**src/rtl/crl_pkg.sv**
```systemverilog
// ----------------------------------------------------------------------------
// crl_pkg: shared types and constants of the color ramp lookup
// Item payload structs, result status codes and the record that travels
// alongside the weight divider.
// ----------------------------------------------------------------------------
package crl_pkg;

  // Fixed field widths
  localparam int POS_W   = 16;
  localparam int COLOR_W = 32;

  // Item modes
  localparam logic MODE_LOOKUP = 1'b0;
  localparam logic MODE_APPEND = 1'b1;

  // Opaque red for an empty table
  localparam logic [COLOR_W-1:0] EMPTY_COLOR = 32'hFF00_00FF;

  typedef enum logic [1:0] {
    ST_COLOR    = 2'd0,
    ST_APPENDED = 2'd1,
    ST_REJECTED = 2'd2
  } status_t;

  typedef struct packed {
    logic                     mode;
    logic signed [POS_W-1:0]  position;
    logic [COLOR_W-1:0]       below_color;
    logic [COLOR_W-1:0]       match_color;
    logic [COLOR_W-1:0]       above_color;
  } in_item_t;

  typedef struct packed {
    logic [7:0] red;
    logic [7:0] green;
    logic [7:0] blue;
    logic [7:0] opacity;
    status_t    status;
  } out_item_t;

  // Color source picked for a lookup
  typedef enum logic [4:0] {
    SEL_CONST = 5'b00001,
    SEL_ABOVE = 5'b00010,
    SEL_EXACT = 5'b00100,
    SEL_BELOW = 5'b01000,
    SEL_BLEND = 5'b10000
  } sel_t;

  // Record carried next to the divider
  typedef struct packed {
    logic               blend;
    status_t            status;
    logic [COLOR_W-1:0] direct;
    logic [COLOR_W-1:0] right_below;
    logic [COLOR_W-1:0] left_above;
  } tag_t;

endpackage

```
**src/rtl/color_ramp_lookup.sv**
```systemverilog
// ----------------------------------------------------------------------------
// color_ramp_lookup: piecewise linear pseudocolor map
// Appends build a table of increasing breakpoints; lookups return the exact,
// edge or Q-format blended color for a value.
//
//   channel | ports                          | direction
//   --------+--------------------------------+----------
//   input   | in_valid, in_ready, in_data    | in
//   result  | out_valid, out_ready, out_data | out
//
// One item enters per cycle while out_ready lets the pipeline move; each
// item passes the flag, RAM read and operand stages, the one-bit-per-stage
// weight divider and the blend stage. Reset clears the breakpoint count and
// all valid bits; the color RAMs keep their contents. A stall on out_ready
// freezes the whole pipeline at once, so in_ready follows the output register.
// ----------------------------------------------------------------------------
module color_ramp_lookup #(
  parameter int MAX_ENTRIES     = 8,
  parameter int BLEND_FRAC_BITS = 8
) (
  input  logic               clk,
  input  logic               rst_n,
  input  logic               in_valid,
  output logic               in_ready,
  input  crl_pkg::in_item_t  in_data,
  output logic               out_valid,
  input  logic               out_ready,
  output crl_pkg::out_item_t out_data
);
  import crl_pkg::*;

  localparam int CW = $clog2(MAX_ENTRIES + 1);
  localparam int AW = (MAX_ENTRIES > 1) ? $clog2(MAX_ENTRIES) : 1;
  localparam int FW = BLEND_FRAC_BITS;

  logic adv;
  logic accept;
  logic app_ok;
  logic app_we;

  logic [CW-1:0]                count_r;
  logic signed [POS_W-1:0]      last_pos_r;
  logic signed [POS_W-1:0]      pos_r [MAX_ENTRIES];

  // Stage A registers
  logic                         a_v_r;
  logic                         a_look_r;
  status_t                      a_status_r;
  logic [CW-1:0]                a_count_r;
  logic signed [POS_W-1:0]      a_x_r;
  logic [MAX_ENTRIES-1:0]       a_gt_r;
  logic [MAX_ENTRIES-1:0]       a_eq_r;
  logic [MAX_ENTRIES-1:0]       gt_nxt;
  logic [MAX_ENTRIES-1:0]       eq_nxt;

  // Stage B registers
  logic                         b_v_r;
  status_t                      b_status_r;
  sel_t                         b_sel_r;
  sel_t                         sel_nxt;
  logic [COLOR_W-1:0]           b_const_r;
  logic signed [POS_W-1:0]      b_x_r;
  logic [CW-1:0]                idx;
  logic [CW-1:0]                above_idx;

  logic [COLOR_W-1:0]           below_q, exact_q, above_q;
  logic [POS_W-1:0]             posr_q, posl_q;

  // Stage C registers
  logic                         c_v_r;
  tag_t                         c_tag_r;
  tag_t                         tag_nxt;
  logic [POS_W:0]               c_num_r;
  logic [POS_W:0]               c_span_r;

  logic                         d_v;
  logic [FW-1:0]                d_w;
  tag_t                         d_tag;

  logic                         out_valid_r;
  out_item_t                    out_data_r;
  out_item_t                    out_nxt;

  // Whole pipeline moves together
  assign adv      = !out_valid_r || out_ready;
  assign in_ready = adv;
  assign accept   = in_valid && adv;

  // Append check against the last held position
  assign app_ok = (count_r < CW'(MAX_ENTRIES)) &&
                  ((count_r == '0) || (in_data.position > last_pos_r));
  assign app_we = accept && (in_data.mode == MODE_APPEND) && app_ok;

  // Table count and position flops
  always_ff @(posedge clk) begin
    if (!rst_n) begin
      count_r <= '0;
    end else if (app_we) begin
      count_r <= count_r + 1'b1;
    end
  end

  always_ff @(posedge clk) begin
    if (app_we) begin
      last_pos_r                <= in_data.position;
      pos_r[count_r[AW-1:0]]    <= in_data.position;
    end
  end

  // Compare lanes, one per entry
  always_comb begin
    for (int k = 0; k < MAX_ENTRIES; k++) begin
      gt_nxt[k] = (CW'(k) < count_r) && (in_data.position > pos_r[k]);
      eq_nxt[k] = (CW'(k) < count_r) && (in_data.position == pos_r[k]);
    end
  end

  // Stage A
  always_ff @(posedge clk) begin
    if (!rst_n) begin
      a_v_r <= 1'b0;
    end else if (adv) begin
      a_v_r <= in_valid;
    end
  end

  always_ff @(posedge clk) begin
    if (adv) begin
      a_look_r   <= (in_data.mode == MODE_LOOKUP);
      a_status_r <= (in_data.mode == MODE_LOOKUP) ? ST_COLOR :
                    (app_ok ? ST_APPENDED : ST_REJECTED);
      a_count_r  <= count_r;
      a_x_r      <= in_data.position;
      a_gt_r     <= gt_nxt;
      a_eq_r     <= eq_nxt;
    end
  end

  // Interval index and color source
  always_comb begin
    idx = '0;
    for (int k = 0; k < MAX_ENTRIES; k++) begin
      idx = idx + CW'(a_gt_r[k]);
    end
    above_idx = (idx == a_count_r) ? a_count_r - 1'b1 : idx - 1'b1;
    priority if (!a_look_r)          sel_nxt = SEL_CONST;
    else if (a_count_r == '0)        sel_nxt = SEL_CONST;
    else if (idx == a_count_r)       sel_nxt = SEL_ABOVE;
    else if (|a_eq_r)                sel_nxt = SEL_EXACT;
    else if (idx == '0)              sel_nxt = SEL_BELOW;
    else                             sel_nxt = SEL_BLEND;
  end

  // Color and position RAMs, read with stage A address
  crl_ram #(.WIDTH(COLOR_W), .DEPTH(MAX_ENTRIES)) u_below (
    .clk(clk), .we(app_we), .waddr(count_r[AW-1:0]), .wdata(in_data.below_color),
    .re(adv), .raddr(idx[AW-1:0]), .rdata(below_q)
  );

  crl_ram #(.WIDTH(COLOR_W), .DEPTH(MAX_ENTRIES)) u_exact (
    .clk(clk), .we(app_we), .waddr(count_r[AW-1:0]), .wdata(in_data.match_color),
    .re(adv), .raddr(idx[AW-1:0]), .rdata(exact_q)
  );

  crl_ram #(.WIDTH(COLOR_W), .DEPTH(MAX_ENTRIES)) u_above (
    .clk(clk), .we(app_we), .waddr(count_r[AW-1:0]), .wdata(in_data.above_color),
    .re(adv), .raddr(above_idx[AW-1:0]), .rdata(above_q)
  );

  crl_ram #(.WIDTH(POS_W), .DEPTH(MAX_ENTRIES)) u_posr (
    .clk(clk), .we(app_we), .waddr(count_r[AW-1:0]), .wdata(in_data.position),
    .re(adv), .raddr(idx[AW-1:0]), .rdata(posr_q)
  );

  crl_ram #(.WIDTH(POS_W), .DEPTH(MAX_ENTRIES)) u_posl (
    .clk(clk), .we(app_we), .waddr(count_r[AW-1:0]), .wdata(in_data.position),
    .re(adv), .raddr(idx[AW-1:0] - 1'b1), .rdata(posl_q)
  );

  // Stage B
  always_ff @(posedge clk) begin
    if (!rst_n) begin
      b_v_r <= 1'b0;
    end else if (adv) begin
      b_v_r <= a_v_r;
    end
  end

  always_ff @(posedge clk) begin
    if (adv) begin
      b_status_r <= a_status_r;
      b_sel_r    <= sel_nxt;
      b_const_r  <= a_look_r ? EMPTY_COLOR : '0;
      b_x_r      <= a_x_r;
    end
  end

  // Operand pick for the divider and the blend
  always_comb begin
    tag_nxt.blend       = (b_sel_r == SEL_BLEND);
    tag_nxt.status      = b_status_r;
    tag_nxt.right_below = below_q;
    tag_nxt.left_above  = above_q;
    unique case (b_sel_r)
      SEL_ABOVE: tag_nxt.direct = above_q;
      SEL_EXACT: tag_nxt.direct = exact_q;
      SEL_BELOW: tag_nxt.direct = below_q;
      SEL_CONST: tag_nxt.direct = b_const_r;
      default:   tag_nxt.direct = '0;
    endcase
  end

  // Stage C
  always_ff @(posedge clk) begin
    if (!rst_n) begin
      c_v_r <= 1'b0;
    end else if (adv) begin
      c_v_r <= b_v_r;
    end
  end

  always_ff @(posedge clk) begin
    if (adv) begin
      c_tag_r  <= tag_nxt;
      c_num_r  <= {b_x_r[POS_W-1], b_x_r} - {posl_q[POS_W-1], posl_q};
      c_span_r <= {posr_q[POS_W-1], posr_q} - {posl_q[POS_W-1], posl_q};
    end
  end

  // Weight divider
  crl_div #(.FRAC_W(FW)) u_div (
    .clk(clk), .rst_n(rst_n), .en(adv),
    .in_valid(c_v_r), .in_num(c_num_r), .in_span(c_span_r), .in_tag(c_tag_r),
    .out_valid(d_v), .out_q(d_w), .out_tag(d_tag)
  );

  // Per-channel blend, rounding half up
  always_comb begin
    logic [31:0] mixed;
    logic [FW+8:0] acc;
    mixed = '0;
    for (int c = 0; c < 4; c++) begin
      acc = (FW+9)'(d_w) * (FW+9)'(d_tag.right_below[c*8 +: 8])
          + ((FW+9)'(1) << FW) * (FW+9)'(d_tag.left_above[c*8 +: 8])
          - (FW+9)'(d_w) * (FW+9)'(d_tag.left_above[c*8 +: 8])
          + ((FW+9)'(1) << (FW - 1));
      mixed[c*8 +: 8] = acc[FW +: 8];
    end
    if (!d_tag.blend) begin
      mixed = d_tag.direct;
    end
    out_nxt.red     = mixed[31:24];
    out_nxt.green   = mixed[23:16];
    out_nxt.blue    = mixed[15:8];
    out_nxt.opacity = mixed[7:0];
    out_nxt.status  = d_tag.status;
  end

  // Output register
  always_ff @(posedge clk) begin
    if (!rst_n) begin
      out_valid_r <= 1'b0;
    end else if (adv) begin
      out_valid_r <= d_v;
    end
  end

  always_ff @(posedge clk) begin
    if (adv) begin
      out_data_r <= out_nxt;
    end
  end

  assign out_valid = out_valid_r;
  assign out_data  = out_data_r;

  // Checks
  a_count_range: assert property (@(posedge clk) disable iff (!rst_n)
    count_r <= CW'(MAX_ENTRIES))
    else $error("breakpoint count beyond table depth");

  a_count_step: assert property (@(posedge clk) disable iff (!rst_n)
    (count_r != $past(count_r)) |-> $past(app_we))
    else $error("breakpoint count moved without an accepted append");

  a_append_zero: assert property (@(posedge clk) disable iff (!rst_n)
    (out_valid && out_data.status != ST_COLOR) |->
      (out_data.red == 8'd0 && out_data.opacity == 8'd0))
    else $error("append result carries a color");

endmodule

```
**src/rtl/crl_ram.sv**
```systemverilog
// ----------------------------------------------------------------------------
// crl_ram: generic single-write, single-read RAM
// One write port, one read port with registered read data.
// ----------------------------------------------------------------------------
module crl_ram #(
  parameter int WIDTH  = 32,
  parameter int DEPTH  = 8,
  parameter int ADDR_W = (DEPTH > 1) ? $clog2(DEPTH) : 1
) (
  input  logic              clk,
  input  logic              we,
  input  logic [ADDR_W-1:0] waddr,
  input  logic [WIDTH-1:0]  wdata,
  input  logic              re,
  input  logic [ADDR_W-1:0] raddr,
  output logic [WIDTH-1:0]  rdata
);

  logic [WIDTH-1:0] mem [DEPTH];
  logic [WIDTH-1:0] rdata_r;

  always_ff @(posedge clk) begin
    if (we) begin
      mem[waddr] <= wdata;
    end
    if (re) begin
      rdata_r <= mem[raddr];
    end
  end

  assign rdata = rdata_r;

endmodule

```
**src/rtl/crl_div.sv**
```systemverilog
// ----------------------------------------------------------------------------
// crl_div: pipelined restoring divider for the blend weight
// Produces floor((num << FRAC_W) / span), one quotient bit per stage, for
// num < span. A tag record rides along with each item.
// ----------------------------------------------------------------------------
module crl_div #(
  parameter int FRAC_W = 8
) (
  input  logic                    clk,
  input  logic                    rst_n,
  input  logic                    en,
  input  logic                    in_valid,
  input  logic [crl_pkg::POS_W:0] in_num,
  input  logic [crl_pkg::POS_W:0] in_span,
  input  crl_pkg::tag_t           in_tag,
  output logic                    out_valid,
  output logic [FRAC_W-1:0]       out_q,
  output crl_pkg::tag_t           out_tag
);
  import crl_pkg::*;

  localparam int DW = POS_W + 1;

  logic          v_r    [FRAC_W+1];
  logic [DW-1:0] rem_r  [FRAC_W+1];
  logic [DW-1:0] span_r [FRAC_W+1];
  logic [FRAC_W-1:0] q_r [FRAC_W+1];
  tag_t          tag_r  [FRAC_W+1];

  // Stage 0 is the input itself
  always_comb begin
    v_r[0]    = in_valid;
    rem_r[0]  = in_num;
    span_r[0] = in_span;
    q_r[0]    = '0;
    tag_r[0]  = in_tag;
  end

  for (genvar k = 0; k < FRAC_W; k++) begin : g_stage
    logic [DW:0]       shifted;
    logic [DW:0]       diff;
    logic              take;
    logic [DW-1:0]     rem_nxt;
    logic [FRAC_W-1:0] q_nxt;

    // One quotient bit: shift, trial subtract, restore
    always_comb begin
      shifted = {rem_r[k], 1'b0};
      diff    = shifted - {1'b0, span_r[k]};
      take    = (shifted >= {1'b0, span_r[k]});
      rem_nxt = take ? diff[DW-1:0] : shifted[DW-1:0];
      q_nxt   = {q_r[k][FRAC_W-2:0], take};
    end

    always_ff @(posedge clk) begin
      if (!rst_n) begin
        v_r[k+1] <= 1'b0;
      end else if (en) begin
        v_r[k+1] <= v_r[k];
      end
    end

    always_ff @(posedge clk) begin
      if (en) begin
        rem_r[k+1]  <= rem_nxt;
        span_r[k+1] <= span_r[k];
        q_r[k+1]    <= q_nxt;
        tag_r[k+1]  <= tag_r[k];
      end
    end
  end

  assign out_valid = v_r[FRAC_W];
  assign out_q     = q_r[FRAC_W];
  assign out_tag   = tag_r[FRAC_W];

endmodule

```
**config.mk**
```make
export PLATFORM = sky130hd
export DESIGN_NAME = color_ramp_lookup
export DESIGN_NICKNAME = d
export VERILOG_FILES = /design/src/rtl/crl_pkg.sv /design/src/rtl/color_ramp_lookup.sv /design/src/rtl/crl_ram.sv /design/src/rtl/crl_div.sv
export SDC_FILE = /design/constraint.sdc
export NUM_CORES = 2
export LEC_CHECK = 0
export BUFFER_PORTS_ARGS = -buffer_cell sky130_fd_sc_hd__buf_2
export CAP_MARGIN = 0
export CELL_PAD_IN_SITES_DETAIL_PLACEMENT = 1
export CELL_PAD_IN_SITES_GLOBAL_PLACEMENT = 1
export CORE_MARGIN = 2
export CORE_UTILIZATION = 40
export DETAILED_ROUTE_END_ITERATION = 10
export PLACE_DENSITY = 0.74
export SYNTH_ARGS = -nofsm -noshare
export SYNTH_HDL_FRONTEND = slang
export SYNTH_SLANG_ARGS = --single-unit
export TNS_END_PERCENT = 30
```
**constraint.sdc**
```tcl
create_clock -name clk -period 72.5 [get_ports clk]
set_input_delay 18.125 -clock clk [delete_from_list [all_inputs] [get_ports clk]]
set_output_delay 18.125 -clock clk [all_outputs]
set_load 0.005 [all_outputs]
```
; ---- Yosys cells after proc, flatten, opt, wreduce, memory -nomap -nowiden
; Memory sizes are Yosys's and may differ from the RTL's. A register that Yosys moved wholly into a read port is not among the register bits.
; Index checks and enable logic that the tools add are counted.
[op_classes]
muxes = 17
n_addsub = 32
n_mul = 8
n_lt_le_gt_ge = 26
reduce_logical = 30
bitwise = 2
eq_ne = 14
[ops]
columns = cell, n
row1 = $ge A18 B17 Y1, 8
row2 = $gt A16 B16 Y1, 9
row3 = $eq A16 B16 Y1, 8
row4 = $mul A8 B8 Y16, 8
row5 = $pmux W32 S4, 1
row6 = $mux W17, 7
row7 = $sub A17 B17 Y17, 7
row8 = $add A16 B16 Y16, 4
row9 = $add A16 B8 Y16 const B, 4
row10 = $mux W32, 2
row11 = $sub A16 B16 Y16, 4
row12 = $sub A16 B16 Y17, 2
row13 = $logic_and A1 B1 Y1, 20
row14 = $add A4 B1 Y4, 4
row15 = $lt A3 B4 Y1 const A, 4
row16 = $logic_not A4 Y1, 3
row17 = $reduce_or A11 Y1, 1
row18 = $sub A3 B1 Y3 const B, 3
row19 = $lt A1 B4 Y1 const A, 2
row20 = $lt A2 B4 Y1 const A, 2
row21 = $reduce_or A8 Y1, 1
row22 = $mux W3, 2
row23 = $eq A5 B1 Y1 const B, 1
row24 = $eq A5 B2 Y1 const B, 1
row25 = 17 further kinds, 21
[totals]
out_inout_bits = 36
regBits = 1359
ramBits = 1152
memories = 6
in_bits = 117
[mem_list]
columns = name, words, width, rd, rd_ports_with_merged_regs, write_ports, line_no
row1 = u_above.mem, 8, 32, 1, 1, 1, crl_ram.sv:19  ; logic [WIDTH-1:0] mem [DEPTH];
row2 = u_below.mem, 8, 32, 1, 1, 1, crl_ram.sv:19
row3 = u_exact.mem, 8, 32, 1, 1, 1, crl_ram.sv:19
row4 = pos_r, 8, 16, 8, 0, 1, color_ramp_lookup.sv:43  ; logic signed [POS_W-1:0] pos_r [MAX_ENTRIES];
row5 = u_posl.mem, 8, 16, 1, 1, 1, crl_ram.sv:19
row6 = u_posr.mem, 8, 16, 1, 1, 1, crl_ram.sv:19

; ---- Longest topological paths before layout
[depth]
word_depth = 11
depth_mapped = 25

; ---- Cells and area by module
; Synthesis repeated with hierarchy kept, for this count alone.
[hier_totals]
hier_cells = 7500
hier_area_um2 = 121143.7
[modules_own_cells]
columns = module, seq_area_each_um2, cells_per_inst, instances, area_per_inst_um2
row1 = crl_div, 32170.9, 2382, 1, 41533.6
row2 = color_ramp_lookup, 11390.9, 3445, 1, 36342.4
row3 = crl_ram (u_above ...), 8648.3, 415, 3, 10786.6
row4 = crl_ram (u_posl ...), 4324.1, 214, 2, 5454.0

; ---- Worst setup path after synthesis
; OpenSTA, ideal clock, no wires.
[synth_path]
path_kind = input -> output
startpoint = input port out_ready
endpoint = output port in_ready
t_arrival_ns = 56.820
path_buffers = 1
t_required_ns = 54.375
stages = 3
slack_ns = -2.445
path_cell_list = nor2b_1 inv_1 clkbuf_1
[synth_between]
elab_chain_len = 1
[synth_rtl]
columns = item, line_no
row1 = "start, declared", color_ramp_lookup.sv:27  ; input logic out_ready,
row2 = $logic_or A1 B1 Y1, color_ramp_lookup.sv:85  ; assign adv = !out_valid_r || out_ready;
row3 = "end, declared", color_ramp_lookup.sv:24  ; output logic in_ready,
; No other way between the ends.

; ---- Final worst setup path
; Same ends and word-level chain as after synthesis.

==> impl_metrics.toml <==
[sta]
tns_ps = 0
final-max-slew-violation-count = 0
hold_viol = 0
worst_slew_pin_slew_ps = 1140
clock.fmax_mhz = 26.3
fin_worst_skew_ps = 89.0
min_period_over_period_pct = 52.4
rsz0062_at_grt = "false"
final.min_clock_period_ps = 37990
fin_ws_ps = 34510
slew-limit-headroom_pct = 23.6
finalSetupViolCount = 0

[clock_network]
htreeDepth = 4
cts_tree = "built"
cts_resized = 0
post_cts_buffers = 0
cts_max_path_buffers = 4
clk_latency_ps = 920
root_buffer = "clkbuf_16"
cts_buffers = 230
clkSinkCount = 2352
path_clk_slew_ps = 60
postCtsHoldBufs = 0

[synthesis]
syn_inst = 6937
synth_top_area_cell = "edfxtp_1"
syn_area_per_cell_um2 = 15.9
synth_fp_nets = 8057
ys_seq_elements = 2352
synth.top_cell.area_share_pct = 63.6
yosysWarnings = 0
synth_edf_count = 2336
ys_seq_area_share_pct = 63.9
synth_area_leaders = "edfxtp_1 (64%), fa_1 (7.6%), ha_1 (6.6%)"
ys_types = 75
synth_flop_cell = "edfxtp_1"
syn-cell-area_mm2 = 0.110
synth-async-reset-ratio_pct = 0

[drt]
routedWlPerCell_um = 21.6
drtPass1Iterations = 7
drc = 0
drtAntennaViolNets = 0
drtIter0Drc = 3519
routed_wl_um = 238000
vias = 56660
vias_per_cell = 5.15

[floorplan]
initial_utilization_pct = 40.3
pin_count = 153
die_width_um = 529
core_area_mm2 = 0.274
die-area_mm2 = 0.280
dieHeight_um = 529
core.rowCount = 192

[place]
place_ws_ps = 34490
place_area_mm2 = 0.116
portBuffers = 152
placed_cells = 10577
dp_hpwl_um = 161000
gp_congestion = 0.842

[critical_path]
critical-path-max-stage-delay_ps = 870
crit_path_frequent_cell = "buf_2"
endpoint_kind = "output port"
path_buf_inv = 3
crit_family = "simple AND/OR/NAND/NOR gates"
crit_chain = "buf_2, nor2b_1, inv_8, buf_2"
crit_fanout = 43
cp_data_arrival_time_ps = 19860
crit_slowest_cell = "nor2b_1"
cp-start-kind = "input pin"
required_ps = 54380
critPathKind = "in2out"

[final_layout]
regArea_mm2 = 0.0705
num-fill-cells = 26875
nets = 8340
multiInputGateArea_mm2 = 0.0354
syn_to_final_growth_pct = 11.4
drive_gt1_share_pct = 14.1
fin_area_mm2 = 0.123
final_cells = 10994

[global_routing]
track_usage_pct = 17.0
grt_overflow = 0
grt_pass1_wl_um = 368000
antenna_found_initial = 50
grt_max_degree = 199
grt_pass1_vias = 62463

[job]
drv_cap = 0

[status]
status = "complete, no violations"

[hold_path]
hp-class = "reg2reg"
layout make-up:
cell class / instances / area share [%]
sequential: 2352 / 57.3
multi-input combinational: 3402 / 28.8
clock buffer: 269 / 4.82
tap: 3589 / 3.65
inverter: 1014 / 3.10
clock inverter: 140 / 1.18
timing repair buffer: 220 / 1.10
antenna: 8 / 0.0163
synthesized netlist by cell type, drive strengths merged, types with 6 or more instances:
master   count
clkbuf     126
nor3        71
edfxtp    2336
buf         43
o21ai      125
nor2b       59
o211ai      16
and2       274
nand3       57
nand2b      30
nor4        13
a21o        59
a211oi      13
mux4       256
mux2       217
dfxtp       16
mux2i       15
a222oi      16
ha         582
xnor2      124
a22oi       21
and4         6
a21boi      22
a21oi      140
nor3b        8
nand2      402
o31ai       12
nor2       140
nand3b       8
o21a        70
xor2        36
a2111oi      7
o41ai       10
and3        18
fa         421
a211o       10
o31a         9
a31oi       16
inv       1013
nand4       51
or3         16
or2          7
routing by layer:
layer  share of wire, %  GRT usage (%)  wire, um
met1                 43           22.1    103000
met2                 50           29.6    119000
met3                4.5           2.30     10700
met4                2.4           4.68      5700
met5              0.092              0       218
kinds of logic (layout without fill, tap and decap cells):
family | after synthesis | in the layout | synth area share, %
AND/OR/NAND/NOR | 1162 | 1162 | 5.27
other | 0 | 8 | 0
multiplexers | 488 | 488 | 7.60
buffers and inverters | 1183 | 1643 | 4.11
XOR/XNOR | 160 | 160 | 1.28
flip-flops | 2352 | 2352 | 63.9
adder cells (fa/ha/maj) | 1003 | 1003 | 14.2
AO/OA/AOI/OAI | 589 | 589 | 3.61
worst reg2reg max path, cell delays in order, from the launching register on:
cell,delay (ps)
edfxtp_1,400
fa_1,550
inv_1,50
fa_1,450
fa_1,490
inv_1,70
ha_4,170
fa_4,560
xor2_4,170
buf_4,540
buf_4,880
xor2_1,270
nor4_4,650
nor2_1,170
a21oi_4,150
buf_4,780
mux4_2,550
mux2_2,290
metrics by stage:
stage               util (%)  hold slack (ps)
floorplan                  -              400
global placement        42.2              401
detailed placement      42.2              405
CTS                     44.9              395
global route            44.9              392
finish                  44.9              386
cell usage in the layout, fill, tap and decap left out, drive strengths merged, types with 217 or more instances in the layout:
master  synthesis  routed
edfxtp       2336    2336
ha            582     582
mux4          256     256
clkbuf        126     269
buf            43     220
and2          274     274
fa            421     421
inv          1013    1023
mux2          217     217
nand2         402     402
final timing paths:
check | slack [ps] | to | cells past startpoint | from
setup / recovery | 34510 | in_ready | 4 | out_ready
hold / removal | 390 | u_div.out_tag[25]$_DFFE_PN_ | 0 | u_div.tag_r[124]$_DFFE_PN_
setup reg to reg | 65100 | u_above.rdata[17]$_DFFE_PN_ | 17 | a_gt_r[0]$_DFFE_PN_
hold reg to reg | 390 | u_div.out_tag[25]$_DFFE_PN_ | 0 | u_div.tag_r[124]$_DFFE_PN_
registers in the layout, indices dropped and copies added (netlist names), 8 cells and up:
signal                 flops
u_div.out_q                8
u_posr.mem               128
u_below.rdata             32
u_above.rdata             32
u_div.span_r             119
a_x_r                     16
u_above.mem              256
c_tag_r                   99
u_div.g_stage.q_nxt       28
u_below.mem              256
u_exact.rdata             32
u_posl.rdata              16
out_data                  34
last_pos_r                16
u_exact.mem              256
u_posr.rdata              16
u_div.g_stage.shifted    119
a_eq_r                     8
b_x_r                     16
u_div.tag_r              693
u_div.out_tag             99
a_gt_r                     8
c_span_r                  17
c_num_r                   17
Power is not shown: default switching activity piles up to over one toggle a cycle in this logic, so the estimate is an artifact.
